==> src/hw/rtl/edf_rm_task_picker_top_assert.svh <==
// assertion macros for the edf/rm task picker
// expects i_clk and i_rst_n in the scope of use
`ifndef EDF_RM_TASK_PICKER_TOP_ASSERT_SVH
`define EDF_RM_TASK_PICKER_TOP_ASSERT_SVH

// same-cycle implication, off during reset
`define EDFRM_ASSERT_IMP(name, ante, cons) \
    name: assert property (@(posedge i_clk) disable iff (!i_rst_n) (ante) |-> (cons)) \
        else $error("implication check failed");

// next-cycle implication, off during reset
`define EDFRM_ASSERT_NXT(name, ante, cons) \
    name: assert property (@(posedge i_clk) disable iff (!i_rst_n) (ante) |=> (cons)) \
        else $error("next-cycle check failed");

`endif

==> src/hw/rtl/edfrm_pkg.sv <==
// shared types and constants for the edf/rm task picker
// no dependencies
`default_nettype none

package edfrm_pkg;

    localparam int RATE_KNEE     = 30;
    localparam int WEIGHT_DIV    = 29;
    localparam int WEIGHT_MUL    = 3;
    localparam int CEILING_RESET = 10000;

    localparam logic [1:0] POL_RR  = 2'd0;
    localparam logic [1:0] POL_EDF = 2'd1;
    localparam logic [1:0] POL_RM  = 2'd2;

    typedef enum logic [2:0] {
        ST_CLEAR,
        ST_IDLE,
        ST_WRITE,
        ST_SCAN,
        ST_FINISH
    } t_state;

    typedef struct packed {
        logic [15:0] runs;
        logic [5:0]  rate;
        logic [15:0] deadline;
        logic [1:0]  policy;
        logic        ready;
        logic [14:0] pid;
    } t_entry;

    // max(1, ceil(3*(30-rate)/29)) as threshold compares
    function automatic logic [2:0] rm_weight(input logic [5:0] rate);
        logic [6:0] t;
        t = 7'(WEIGHT_MUL) * 7'(RATE_KNEE - int'(rate));
        if (int'(rate) >= RATE_KNEE) begin
            return 3'd1;
        end else if (t <= 7'(WEIGHT_DIV)) begin
            return 3'd1;
        end else if (t <= 7'(2 * WEIGHT_DIV)) begin
            return 3'd2;
        end else if (t <= 7'(3 * WEIGHT_DIV)) begin
            return 3'd3;
        end else begin
            return 3'd4;
        end
    endfunction

endpackage

`default_nettype wire

==> src/hw/rtl/edfrm_ram.sv <==
// generic single-write, single-read ram with registered read data
// no dependencies
`default_nettype none

module edfrm_ram #(
    parameter int WIDTH = 56,
    parameter int DEPTH = 64
) (
    input  wire logic                     i_clk,
    input  wire logic                     i_we,
    input  wire logic [$clog2(DEPTH)-1:0] i_waddr,
    input  wire logic [WIDTH-1:0]         i_wdata,
    input  wire logic [$clog2(DEPTH)-1:0] i_raddr,
    output logic      [WIDTH-1:0]         o_rdata
);

    logic [WIDTH-1:0] r_mem [DEPTH];
    logic [WIDTH-1:0] r_rdata;

    always_ff @(posedge i_clk) begin
        if (i_we) begin
            r_mem[i_waddr] <= i_wdata;
        end
        r_rdata <= r_mem[i_raddr];
    end

    assign o_rdata = r_rdata;

endmodule

`default_nettype wire

==> src/hw/rtl/edf_rm_task_picker_top.sv <==
// Task picker with a table of ENTRIES tasks held in one ram. A write request
// reads its entry, merges the run count and writes it back. A pick request scans
// the table through the single ram read port, one entry per cycle, and its
// result is loaded into the output register once that register is free.
// After reset a clearing pass writes every entry to zero, during which no
// request is taken; the deadline ceiling may be written anytime the block is
// idle, including during that pass.
// depends on edfrm_pkg, edfrm_ram and edf_rm_task_picker_top_assert.svh
`default_nettype none

`include "edf_rm_task_picker_top_assert.svh"

module edf_rm_task_picker_top
    import edfrm_pkg::*;
#(
    parameter int ENTRIES = 64
) (
    input  wire logic        i_clk,
    input  wire logic        i_rst_n,
    // slot[5:0] task_pid[20:6] ready_req[21] policy_sel[23:22]
    // abs_deadline[39:24] task_rate[45:40] clear_count[46] pad[47]
    input  wire logic [47:0] i_s_tdata,
    // mode[0]
    input  wire logic [0:0]  i_s_tuser,
    input  wire logic        i_s_tvalid,
    output logic             o_s_tready,
    // picked_slot[5:0] picked_pid[20:6] policy_used[22:21] run_count[38:23] pad[39]
    output logic      [39:0] o_m_tdata,
    // found[0]
    output logic      [0:0]  o_m_tuser,
    output logic             o_m_tvalid,
    input  wire logic        i_m_tready,
    input  wire logic        i_cfg_wr_en,
    input  wire logic [15:0] i_cfg_wr_data
);

    localparam int AW = (ENTRIES > 1) ? $clog2(ENTRIES) : 1;
    localparam int CW = $clog2(ENTRIES + 1);
    localparam logic [AW-1:0] LAST = AW'(ENTRIES - 1);

    t_state r_state, n_state;

    logic [AW-1:0] r_addr;
    logic [CW-1:0] r_cnt;
    logic          r_rd_vld;
    logic [AW-1:0] r_rd_idx;
    logic          r_best_vld;
    logic [AW-1:0] r_best_idx;
    t_entry        r_best;
    logic [2:0]    r_best_w;
    logic [1:0]    r_pol_used;
    logic          r_edf_seen;
    logic          r_rm_seen;
    logic [AW-1:0] r_rr_ptr;
    logic [15:0]   r_ceiling;
    logic          r_out_vld;
    logic          r_out_found;
    logic [39:0]   r_out_data;

    logic [AW-1:0] r_wr_slot;
    logic [14:0]   r_wr_pid;
    logic          r_wr_ready;
    logic [1:0]    r_wr_policy;
    logic [15:0]   r_wr_deadline;
    logic [5:0]    r_wr_rate;
    logic          r_wr_clear;

    // request fields
    logic [5:0]  req_slot;
    logic        req_mode;
    logic [1:0]  req_policy;
    logic        slot_ok;
    logic        s_acc;

    assign req_mode   = i_s_tuser[0];
    assign req_slot   = i_s_tdata[5:0];
    assign req_policy = i_s_tdata[23:22];
    assign slot_ok    = (32'(req_slot) < ENTRIES);
    assign s_acc      = i_s_tvalid && o_s_tready;

    // ram
    logic          mem_we;
    logic [AW-1:0] mem_waddr;
    t_entry        mem_wdata;
    logic [AW-1:0] mem_raddr;
    t_entry        mem_rdata;
    logic [55:0]   mem_rdata_raw;

    edfrm_ram #(
        .WIDTH (56),
        .DEPTH (1 << AW)
    ) u_table (
        .i_clk   (i_clk),
        .i_we    (mem_we),
        .i_waddr (mem_waddr),
        .i_wdata (mem_wdata),
        .i_raddr (mem_raddr),
        .o_rdata (mem_rdata_raw)
    );

    assign mem_rdata = t_entry'(mem_rdata_raw);

    // scan compare
    logic          issue;
    logic          out_free;
    logic          out_load;
    logic [2:0]    cur_w;
    logic          take;
    logic [15:0]   runs_new;
    logic [AW-1:0] addr_inc;

    assign issue    = (r_state == ST_SCAN) && (r_cnt < CW'(ENTRIES));
    assign out_free = !r_out_vld || i_m_tready;
    assign cur_w    = rm_weight(mem_rdata.rate);
    assign runs_new = (r_best.runs == 16'hFFFF) ? r_best.runs : r_best.runs + 16'd1;
    assign addr_inc = (r_addr == LAST) ? '0 : r_addr + 1'b1;

    always_comb begin
        take = 1'b0;
        if (r_rd_vld && mem_rdata.ready) begin
            case (r_pol_used)
                POL_EDF: begin
                    if (mem_rdata.policy == POL_EDF && mem_rdata.deadline < r_ceiling) begin
                        take = !r_best_vld || (mem_rdata.deadline < r_best.deadline) ||
                               (mem_rdata.deadline == r_best.deadline &&
                                mem_rdata.pid < r_best.pid);
                    end
                end
                POL_RM: begin
                    if (mem_rdata.policy == POL_RM) begin
                        take = !r_best_vld || (cur_w < r_best_w) ||
                               (cur_w == r_best_w && mem_rdata.pid < r_best.pid);
                    end
                end
                default: begin
                    take = (mem_rdata.policy == POL_RR) && !r_best_vld;
                end
            endcase
        end
    end

    // next state
    always_comb begin
        n_state = r_state;
        case (r_state)
            ST_CLEAR: begin
                if (r_addr == LAST) n_state = ST_IDLE;
            end
            ST_IDLE: begin
                if (s_acc) begin
                    if (req_mode) begin
                        n_state = ST_SCAN;
                    end else if (slot_ok) begin
                        n_state = ST_WRITE;
                    end
                end
            end
            ST_WRITE: begin
                n_state = ST_IDLE;
            end
            ST_SCAN: begin
                if (r_cnt == CW'(ENTRIES) && !r_rd_vld) n_state = ST_FINISH;
            end
            ST_FINISH: begin
                if (out_free) n_state = ST_IDLE;
            end
            default: begin
                n_state = ST_IDLE;
            end
        endcase
    end

    // outputs of the state machine
    always_comb begin
        o_s_tready = 1'b0;
        mem_we     = 1'b0;
        mem_waddr  = r_addr;
        mem_wdata  = '0;
        mem_raddr  = r_addr;
        out_load   = 1'b0;
        case (r_state)
            ST_CLEAR: begin
                mem_we = 1'b1;
            end
            ST_IDLE: begin
                o_s_tready = 1'b1;
                mem_raddr  = AW'(req_slot);
            end
            ST_WRITE: begin
                mem_we             = 1'b1;
                mem_waddr          = r_wr_slot;
                mem_wdata.pid      = r_wr_pid;
                mem_wdata.ready    = r_wr_ready;
                mem_wdata.policy   = r_wr_policy;
                mem_wdata.deadline = r_wr_deadline;
                mem_wdata.rate     = r_wr_rate;
                mem_wdata.runs     = r_wr_clear ? 16'd0 : mem_rdata.runs;
            end
            ST_SCAN: begin
                mem_raddr = r_addr;
            end
            ST_FINISH: begin
                if (out_free) begin
                    out_load       = 1'b1;
                    mem_we         = r_best_vld;
                    mem_waddr      = r_best_idx;
                    mem_wdata      = r_best;
                    mem_wdata.runs = runs_new;
                end
            end
            default: begin
                o_s_tready = 1'b0;
            end
        endcase
    end

    // control registers
    always_ff @(posedge i_clk) begin
        if (!i_rst_n) begin
            r_state    <= ST_CLEAR;
            r_addr     <= '0;
            r_cnt      <= '0;
            r_rd_vld   <= 1'b0;
            r_best_vld <= 1'b0;
            r_pol_used <= POL_RR;
            r_edf_seen <= 1'b0;
            r_rm_seen  <= 1'b0;
            r_rr_ptr   <= '0;
            r_ceiling  <= 16'(CEILING_RESET);
            r_out_vld  <= 1'b0;
        end else begin
            r_state  <= n_state;
            r_rd_vld <= issue;
            if (i_cfg_wr_en) r_ceiling <= i_cfg_wr_data;

            if (r_state == ST_CLEAR || issue) begin
                r_addr <= addr_inc;
            end
            if (issue) r_cnt <= r_cnt + 1'b1;
            if (take) r_best_vld <= 1'b1;

            if (s_acc && req_mode) begin
                r_addr     <= (r_edf_seen || r_rm_seen) ? '0 : r_rr_ptr;
                r_cnt      <= '0;
                r_best_vld <= 1'b0;
                r_pol_used <= r_edf_seen ? POL_EDF : (r_rm_seen ? POL_RM : POL_RR);
            end
            if (s_acc && !req_mode && slot_ok) begin
                if (req_policy == POL_EDF) r_edf_seen <= 1'b1;
                if (req_policy == POL_RM) r_rm_seen <= 1'b1;
            end

            if (out_load && r_best_vld && r_pol_used == POL_RR) begin
                r_rr_ptr <= (r_best_idx == LAST) ? '0 : r_best_idx + 1'b1;
            end

            if (out_load) begin
                r_out_vld <= 1'b1;
            end else if (i_m_tready) begin
                r_out_vld <= 1'b0;
            end
        end
    end

    // payload registers
    always_ff @(posedge i_clk) begin
        r_rd_idx <= r_addr;
        if (take) begin
            r_best     <= mem_rdata;
            r_best_idx <= r_rd_idx;
            r_best_w   <= cur_w;
        end
        if (s_acc) begin
            r_wr_slot     <= AW'(req_slot);
            r_wr_pid      <= i_s_tdata[20:6];
            r_wr_ready    <= i_s_tdata[21];
            r_wr_policy   <= req_policy;
            r_wr_deadline <= i_s_tdata[39:24];
            r_wr_rate     <= i_s_tdata[45:40];
            r_wr_clear    <= i_s_tdata[46];
        end
        if (out_load) begin
            r_out_found <= r_best_vld;
            if (r_best_vld) begin
                r_out_data <= {1'b0, runs_new, r_pol_used, r_best.pid, 6'(r_best_idx)};
            end else begin
                r_out_data <= '0;
            end
        end
    end

    assign o_m_tvalid   = r_out_vld;
    assign o_m_tdata    = r_out_data;
    assign o_m_tuser[0] = r_out_found;

    `EDFRM_ASSERT_IMP(a_empty_is_zero, o_m_tvalid && !o_m_tuser[0], o_m_tdata == '0)
    `EDFRM_ASSERT_NXT(a_edf_sticky, r_edf_seen, r_edf_seen)
    `EDFRM_ASSERT_IMP(a_no_write_in_scan, r_state == ST_SCAN, !mem_we)
    `EDFRM_ASSERT_IMP(a_cnt_bound, r_state == ST_SCAN, r_cnt <= CW'(ENTRIES))

endmodule

`default_nettype wire
==> config.mk <==
export PLATFORM = sky130hd
export DESIGN_NAME = edf_rm_task_picker_top
export DESIGN_NICKNAME = d
export VERILOG_FILES = /design/src/hw/rtl/edfrm_pkg.sv /design/src/hw/rtl/edfrm_ram.sv /design/src/hw/rtl/edf_rm_task_picker_top.sv
export VERILOG_INCLUDE_DIRS = /design/src /design/src/hw/rtl
export SDC_FILE = /design/constraint.sdc
export NUM_CORES = 2
export LEC_CHECK = 0
export BUFFER_PORTS_ARGS = -buffer_cell sky130_fd_sc_hd__buf_2
export CORE_UTILIZATION = 45
export DETAILED_ROUTE_END_ITERATION = 6
export MAX_ROUTING_LAYER = met4
export PLACE_DENSITY = 0.62
export SYNTH_ARGS = -nofsm -noshare
export SYNTH_HDL_FRONTEND = slang
export SYNTH_SLANG_ARGS = --single-unit
==> constraint.sdc <==
create_clock -name i_clk -period 6.76 [get_ports i_clk]
set_input_delay 0.676 -clock i_clk [delete_from_list [all_inputs] [get_ports i_clk]]
set_output_delay 0.676 -clock i_clk [all_outputs]
set_load 0.01 [all_outputs]
# Word level (Yosys, flattened, before mapping)
# Memory sizes are Yosys's and may differ from the RTL's. A register that Yosys moved wholly into a read port is not among the register bits.
# Index checks and enable logic that the tools add are counted.
# op_classes
n_addsub	5
n_mul	1
magnitude_cmp	9
n_eq_ne	20
muxes	37
n_bitwise	1
n_reduce_logical	33
# ops
operator	count
$pmux W56 S2	1
$mux W56	1
$mux W6	7
$lt A16 B16 Y1	2
$mux W16	2
$mux W3	8
$add A16 B1 Y16 const B	1
$eq A16 B16 Y1	1
$eq A16 B16 Y1 const B	1
$lt A15 B15 Y1	1
$add A6 B1 Y6 const B	2
$eq A6 B6 Y1 const B	2
$logic_and A1 B1 Y1	12
$mux W1	12
$pmux W3 S4	1
$pmux W6 S2	1
$add A7 B1 Y7 const B	1
$eq A7 B7 Y1 const B	1
$le A7 B5 Y1 const B	1
$le A7 B6 Y1 const B	1
$le A7 B7 Y1 const B	1
$logic_or A1 B1 Y1	7
$lt A7 B7 Y1 const B	1
$mul A3 B7 Y7 const A	1
other kinds (21)	37
# word_totals
reg_bits	204
ramBits	3584
in_bits	70
output_inout_bits	43
mem_count	1
# mem_list
memory	depth	width	read_ports	rd_ports_with_merged_regs	write_ports	line_no	source
u_table.r_mem	64	56	1	1	1	edfrm_ram.sv:17	logic [WIDTH-1:0] r_mem [DEPTH];

# Logic depth before layout (Yosys ltp)
# depth
depth_word	13
ltp_mapped	22
mapped_depth_nobuf	21

# Hierarchy
# From an unflattened synthesis, not the netlist that was laid out.
# hier_totals
hier_cells	6808
hier_area_um2	146670.7
# by_module_without_submodules
module	instances	cells_each	area_each_um2	seq_area_each_um2
edfrm_ram	1	5949	136983.9	108744.3
edf_rm_task_picker_top	1	859	9686.8	5585.4

# Least setup slack after synthesis
# OpenSTA, ideal clock, no wires.
# synth_path
path_type	register -> register
from	register r_best[27] (netlist bit)
to	register r_best[0] (netlist bit) (enable)
setup_time_ns	0.578
t_arrival_ns	6.160
slack_ns	0.022
path_stages_with_launch	11
synth_period_minus_slack_ns	6.738
cell_sequence	edfxtp_1 > inv_1 > ha_1 > a21o_1 > a21o_1 > a21o_1 > a21oi_1 > nor2_1 > o31ai_1 > a21oi_1 > o21ai_0
# synth_between
elab_chain_cells	6
elab_cells_between_ends	8
classes_between	order compare: 1; eq/ne: 1; mux: 3; reduce/logical: 3
# synth_lines
element	line_no	source
start: declaration	edf_rm_task_picker_top.sv:49	t_entry r_best;
start signal: assignment	edf_rm_task_picker_top.sv:269	r_best <= mem_rdata;
$lt A16 B16 Y1 or $eq A16 B16 Y1 (tied branches)	edf_rm_task_picker_top.sv:124, edf_rm_task_picker_top.sv:125	
$logic_or A1 B1 Y1 or $logic_and A1 B1 Y1 (tied branches)	edf_rm_task_picker_top.sv:124, edf_rm_task_picker_top.sv:125	
$logic_or A1 B1 Y1 (*)	edf_rm_task_picker_top.sv:124	take = !r_best_vld || (mem_rdata.deadline < r_best.deadline) ||
$mux W1 (*)	edf_rm_task_picker_top.sv:123	if (mem_rdata.policy == POL_EDF && mem_rdata.deadline < r_ceiling) begin
$pmux W1 S2 (*)	edf_rm_task_picker_top.sv:121	case (r_pol_used)
$mux W1 (*)	edf_rm_task_picker_top.sv:120	if (r_rd_vld && mem_rdata.ready) begin
via take	edf_rm_task_picker_top.sv:108	logic take;
# Mark *: on every way through the listed nets, which the timed path passes. The rest lies on a longest branch.
# A chain may end at the register's enable or synchronous reset.

# Final worst setup path
# layout_path
from	register u_table.r_rdata[34], in the netlist u_table.o_rdata[34] (read register of u_table.r_mem)
to	register r_best[28] (netlist bit) (enable)
# layout_between
elab_chain_cells	13
elab_cells_between_ends	18
classes_between	add/sub: 1; mul: 1; order compare: 5; eq/ne: 1; mux: 7; reduce/logical: 3
# layout_lines
element	line_no	source
start: declaration	edfrm_ram.sv:18	logic [WIDTH-1:0] r_rdata;
$sub A5 B6 Y7	edfrm_pkg.sv:36	t = 7'(WEIGHT_MUL) * 7'(RATE_KNEE - int'(rate));
$mul A3 B7 Y7	edfrm_pkg.sv:36	
$le A7 B7 Y1	edfrm_pkg.sv:43	end else if (t <= 7'(3 * WEIGHT_DIV)) begin
$mux W3	edfrm_pkg.sv:43	
$mux W3	edfrm_pkg.sv:41	end else if (t <= 7'(2 * WEIGHT_DIV)) begin
$mux W3	edfrm_pkg.sv:39	end else if (t <= 7'(WEIGHT_DIV)) begin
$mux W3 (*)	edfrm_pkg.sv:37	if (int'(rate) >= RATE_KNEE) begin
via cur_w[0]	edf_rm_task_picker_top.sv:107	logic [2:0] cur_w;
$lt A3 B3 Y1 or $eq A3 B3 Y1 (tied branches)	edf_rm_task_picker_top.sv:131, edf_rm_task_picker_top.sv:132	
$logic_or A1 B1 Y1 or $logic_and A1 B1 Y1 (tied branches)	edf_rm_task_picker_top.sv:131, edf_rm_task_picker_top.sv:132	
$logic_or A1 B1 Y1 (*)	edf_rm_task_picker_top.sv:131	take = !r_best_vld || (cur_w < r_best_w) ||
$mux W1 (*)	edf_rm_task_picker_top.sv:130	if (mem_rdata.policy == POL_RM) begin
$pmux W1 S2 (*)	edf_rm_task_picker_top.sv:121	
$mux W1 (*)	edf_rm_task_picker_top.sv:120	
via take	edf_rm_task_picker_top.sv:108	
# Marks and branches as above.

==> results.sh <==
export IMPL_outcome="finished clean"
export IMPL_synth_seq_cells=3843
export IMPL_multiInputGateArea_mm2=0.0335
export IMPL_fp_coreArea_mm2=0.331
export IMPL_period_needed_ns=5.70
export IMPL_grt_usage_pct=30.3
export IMPL_sequential_cell_area_mm2=0.114
export IMPL_globalRoute_totalOverflow=0
export IMPL_grt_setup_unrepaired="false"
export IMPL_critical_path_endpoint_type="flop"
export IMPL_transition_at_the_pin_with_the_smallest_max_transition_slack_ns=1.34
export IMPL_worst_ir_drop_vdd_v=0.000384
export IMPL_detail_route_wirelength_mm=503
export IMPL_die_width_um=580
export IMPL_worst_slack_ns=1.06
export IMPL_wire_per_inst_um=34.5
export IMPL_post_layout_total_power_mw=68.9
export IMPL_synth_enable_flop_cells=3736
export IMPL_class_of_the_tightest_hold_or_removal_check="in -> reg"
export IMPL_grt_first_pass_wirelength_mm=686
export IMPL_worst_setup_path_start_kind="flop"
export IMPL_number_of_nets_with_antenna_violations_after_detailed_routing=0
export IMPL_reg_clk_slew_reported_paths_ns=0.06
export IMPL_yosys_warnings=0
export IMPL_num_vias=93100
export IMPL_buffers_inserted_by_post_cts_timing_repair=0
export IMPL_synth_cell_area_mm2=0.150
export IMPL_io_buffer_count=110
export IMPL_synth_sequential_area_ratio_pct=76.2
export IMPL_fin_worst_skew_ns=0.0652
export IMPL_worst_skew_late_latency_ns=0.96
export IMPL_worst_ep_arrival_time_ns=6.26
export IMPL_remaining_drcs=0
export IMPL_tritoncts="yes"
export IMPL_first_global_vias=87000
export IMPL_leakage_nw=57.0
export IMPL_worst_setup_path_type="reg -> reg"
export IMPL_boundary_pins=113
export IMPL_clock_share_of_power_pct=31.5
export IMPL_clock_tree_htree_level_count=5
export IMPL_slew_limit_headroom_pct=9.58
export IMPL_grt_start_max_net_pins=141
export IMPL_gp_routability_congestion=0.897
export IMPL_ctsResizeCount=0
export IMPL_initial_utilization_pct=45.3
export IMPL_area_growth_synth_to_final_pct=13.9
export IMPL_synthesized_instance_count=9514
export IMPL_synthesis_area_per_instance_um2=15.8
export IMPL_clock_root_buffer="sky130_fd_sc_hd__clkbuf_16"
export IMPL_power_switching_mw=22.7
export IMPL_vias_per_cell=6.39
export IMPL_grt_antenna_before_repair=26
export IMPL_detailedPlace_worstSlack_ns=1.13
export IMPL_synth_cell_types=86
export IMPL_fillers=26500
export IMPL_proportion_of_total_power_due_to_net_switching_pct=32.9
export IMPL_place_hpwl_mm=274
export IMPL_max_stage_delay_ns=0.61
export IMPL_max_cap_viol_count=0
export IMPL_synth_net_count=9654
export IMPL_finalHoldViolCount=0
export IMPL_power_frac_seq_pct=41.7
export IMPL_detailedRoute_firstPassIterationCount=6
export IMPL_core_rowCount=211
export IMPL_setup_violations_final=0
export IMPL_power_frac_comb_pct=26.8
export IMPL_fin_crit_sh_pct=84.4
export IMPL_floorplan_die_area_mm2=0.336
export IMPL_clock_sink_count=3843
export IMPL_final_setup_tns_ns=0
export IMPL_timing_critical_path_cells="inv_1, ha_1, inv_1, ha_1, ha_1, inv_1, fa_1, xor2_1, nor2_1, o2111a_1, nor2_1, a311oi_1, o21ai_0, inv_1, ha_1, nor2b_1, o21ai_0, a22oi_1, nor3_1, a21oi_1, o21ai_4, buf_4"
export IMPL_final_max_slew_viols=0
export IMPL_crit_path_max_fanout=27
export IMPL_placedCellCount=13800
export IMPL_max_clock_path_buffers=4
export IMPL_fin_util_pct=51.6
export IMPL_p_int_mw=46.3
export IMPL_synth_async_sr_flop_share_pct=0
export IMPL_fmax_ghz=0.175
export IMPL_final_net_count=10000
export IMPL_die_h_um=580
export IMPL_final_instance_count_excl_fillers=14600
export IMPL_crit_slowest_cell="sky130_fd_sc_hd__o21ai_0"
export IMPL_synth_ff_type="sky130_fd_sc_hd__edfxtp_1"
export IMPL_drtIter0Drc=15800
export IMPL_cts_hold_buffers=45
export IMPL_layout_drive_gt1_share_pct=15.4
export IMPL_worst_ep_required_time_ns=7.31
export IMPL_cellPowerDensity_mw_per_mm2=403
export IMPL_cts_made_buffers=388
placed cells by master, fill, tap and decap left out, types with 21 or more instances in the layout:
| cell | n |
|---|---|
| sky130_fd_sc_hd__clkinv_1 | 65 |
| sky130_fd_sc_hd__a211oi_1 | 26 |
| sky130_fd_sc_hd__xor2_1 | 21 |
| sky130_fd_sc_hd__bufinv_16 | 43 |
| sky130_fd_sc_hd__o2111ai_1 | 73 |
| sky130_fd_sc_hd__mux2_2 | 58 |
| sky130_fd_sc_hd__clkinv_2 | 73 |
| sky130_fd_sc_hd__a21oi_1 | 207 |
| sky130_fd_sc_hd__o21ai_4 | 47 |
| sky130_fd_sc_hd__nor2b_1 | 33 |
| sky130_fd_sc_hd__mux4_2 | 315 |
| sky130_fd_sc_hd__clkbuf_16 | 392 |
| sky130_fd_sc_hd__ha_1 | 69 |
| sky130_fd_sc_hd__clkbuf_1 | 78 |
| sky130_fd_sc_hd__nand3_1 | 799 |
| sky130_fd_sc_hd__mux2i_1 | 152 |
| sky130_fd_sc_hd__nor2_1 | 96 |
| sky130_fd_sc_hd__and3_1 | 122 |
| sky130_fd_sc_hd__diode_2 | 21 |
| sky130_fd_sc_hd__inv_1 | 69 |
| sky130_fd_sc_hd__o21ai_0 | 98 |
| sky130_fd_sc_hd__buf_4 | 285 |
| sky130_fd_sc_hd__nand2_1 | 2063 |
| sky130_fd_sc_hd__a21o_1 | 22 |
| sky130_fd_sc_hd__edfxtp_1 | 3736 |
| sky130_fd_sc_hd__nor2_4 | 76 |
| sky130_fd_sc_hd__a22oi_1 | 111 |
| sky130_fd_sc_hd__dfxtp_1 | 107 |
| sky130_fd_sc_hd__buf_2 | 110 |
| sky130_fd_sc_hd__nand4_1 | 86 |
| sky130_fd_sc_hd__a311oi_1 | 28 |
| sky130_fd_sc_hd__buf_12 | 69 |
| sky130_fd_sc_hd__nor3_1 | 36 |
| sky130_fd_sc_hd__a31oi_1 | 178 |
| sky130_fd_sc_hd__a221oi_1 | 42 |
| sky130_fd_sc_hd__dlygate4sd3_1 | 45 |
cell type report:
| cell class | count | share of cell area, % |
|---|---|---|
| antenna | 21 | 0.0307 |
| clock inverter | 220 | 1.41 |
| sequential | 3843 | 66.9 |
| timing repair buffer | 510 | 2.66 |
| clock buffer | 488 | 6.06 |
| inverter | 73 | 0.165 |
| tap | 4366 | 3.20 |
| multi-input combinational | 5059 | 19.6 |
worst paths after layout:
kind	from	endpoint	slack (ns)	cells after the start
max	u_table.o_rdata[34]	r_best[28]	1.06	22
min	i_cfg_wr_data[1]	r_ceiling[1]	0.04	3
max reg2reg	u_table.o_rdata[34]	r_best[28]	1.06	22
min reg2reg	r_rd_idx[3]	r_best_idx[3]	0.40	0
cell usage after synthesis (all sizes together) (69+ instances only):
| library cell | number | area (µm²) |
|---|---|---|
| a22oi | 111 | 833 |
| ha | 69 | 863 |
| nand2 | 2065 | 7750 |
| dfxtp | 107 | 2140 |
| a21oi | 209 | 1060 |
| nor2 | 178 | 683 |
| nand3 | 801 | 4010 |
| mux4 | 319 | 7200 |
| buf | 373 | 2620 |
| o2111ai | 73 | 639 |
| inv | 73 | 282 |
| a31oi | 179 | 1130 |
| edfxtp | 3736 | 112000 |
| clkbuf | 166 | 624 |
| and3 | 122 | 763 |
| o21ai | 148 | 741 |
| nand4 | 86 | 538 |
| mux2i | 155 | 1570 |
flip-flops by register name, indices dropped and copies added (netlist names), 7 cells and up:
| signal | count |
|---|---|
| o_m_tdata | 39 |
| r_best | 56 |
| r_ceiling | 16 |
| r_cnt | 7 |
| r_wr_deadline | 16 |
| r_wr_pid | 15 |
| u_table.o_rdata | 56 |
| u_table.r_mem | 3584 |
worst max-delay path, delay by kind of cell (launching register included):
family | cells | cell delay (ns)
flip-flops | 1 | 0.56
AND/OR/NAND/NOR | 4 | 0.50
XOR/XNOR | 1 | 0.17
AO/OA/AOI/OAI | 7 | 1.81
buffers and inverters | 5 | 0.86
adder cells (fa/ha/maj) | 5 | 1.43
power groups by stage:
stage / sequential (mW) / clock [mW] / combinational, mW
floorplan: 28.8 / 0 / 12.0
global placement: 29.2 / 0 / 17.8
detailed placement: 29.2 / 0 / 18.1
CTS: 28.7 / 21.8 / 18.2
global route: 28.8 / 22.7 / 19.4
finish: 28.8 / 21.7 / 18.5
metrics by stage:
stage          cell area (µm²)  hold WS (ns)
6_report                171000        0.0408
5_1_grt                 171000        0.0360
4_1_cts                 171000       0.00285
3_5_place_dp            158000         0.389
3_3_place_gp            158000         0.387
2_1_floorplan           150000         0.329
cell families (layout without fill, tap and decap cells):
logic type,count (synthesis),after routing,synth area share [%]
AOI/OAI and AO/OA,1007,1007,4.54
xor gates and xnor gates,31,31,0.181
adders and majority gates,70,70,0.589
buffers and inverters,612,1291,2.35
DFF,3843,3843,76.2
muxes,534,534,6.30
other,1,22,0.00250
and+or+nand+nor,3416,3416,9.87
per-layer routing:
| layer | routed length (µm) | vias to the layer above | track usage (%) | part of all wire, % |
|---|---|---|---|---|
| li1 | - | 37300 | - | - |
| met2 | 228000 | 6769 | 45.5 | 45 |
| met4 | 27900 | 0 | 13.8 | 5.5 |
| met3 | 62300 | 1310 | 5.77 | 12 |
| met1 | 186000 | 47800 | 40.4 | 37 |
| met5 | 0 | - | - | 0 |
No activity file was read; power rests on OpenSTA's default activity.
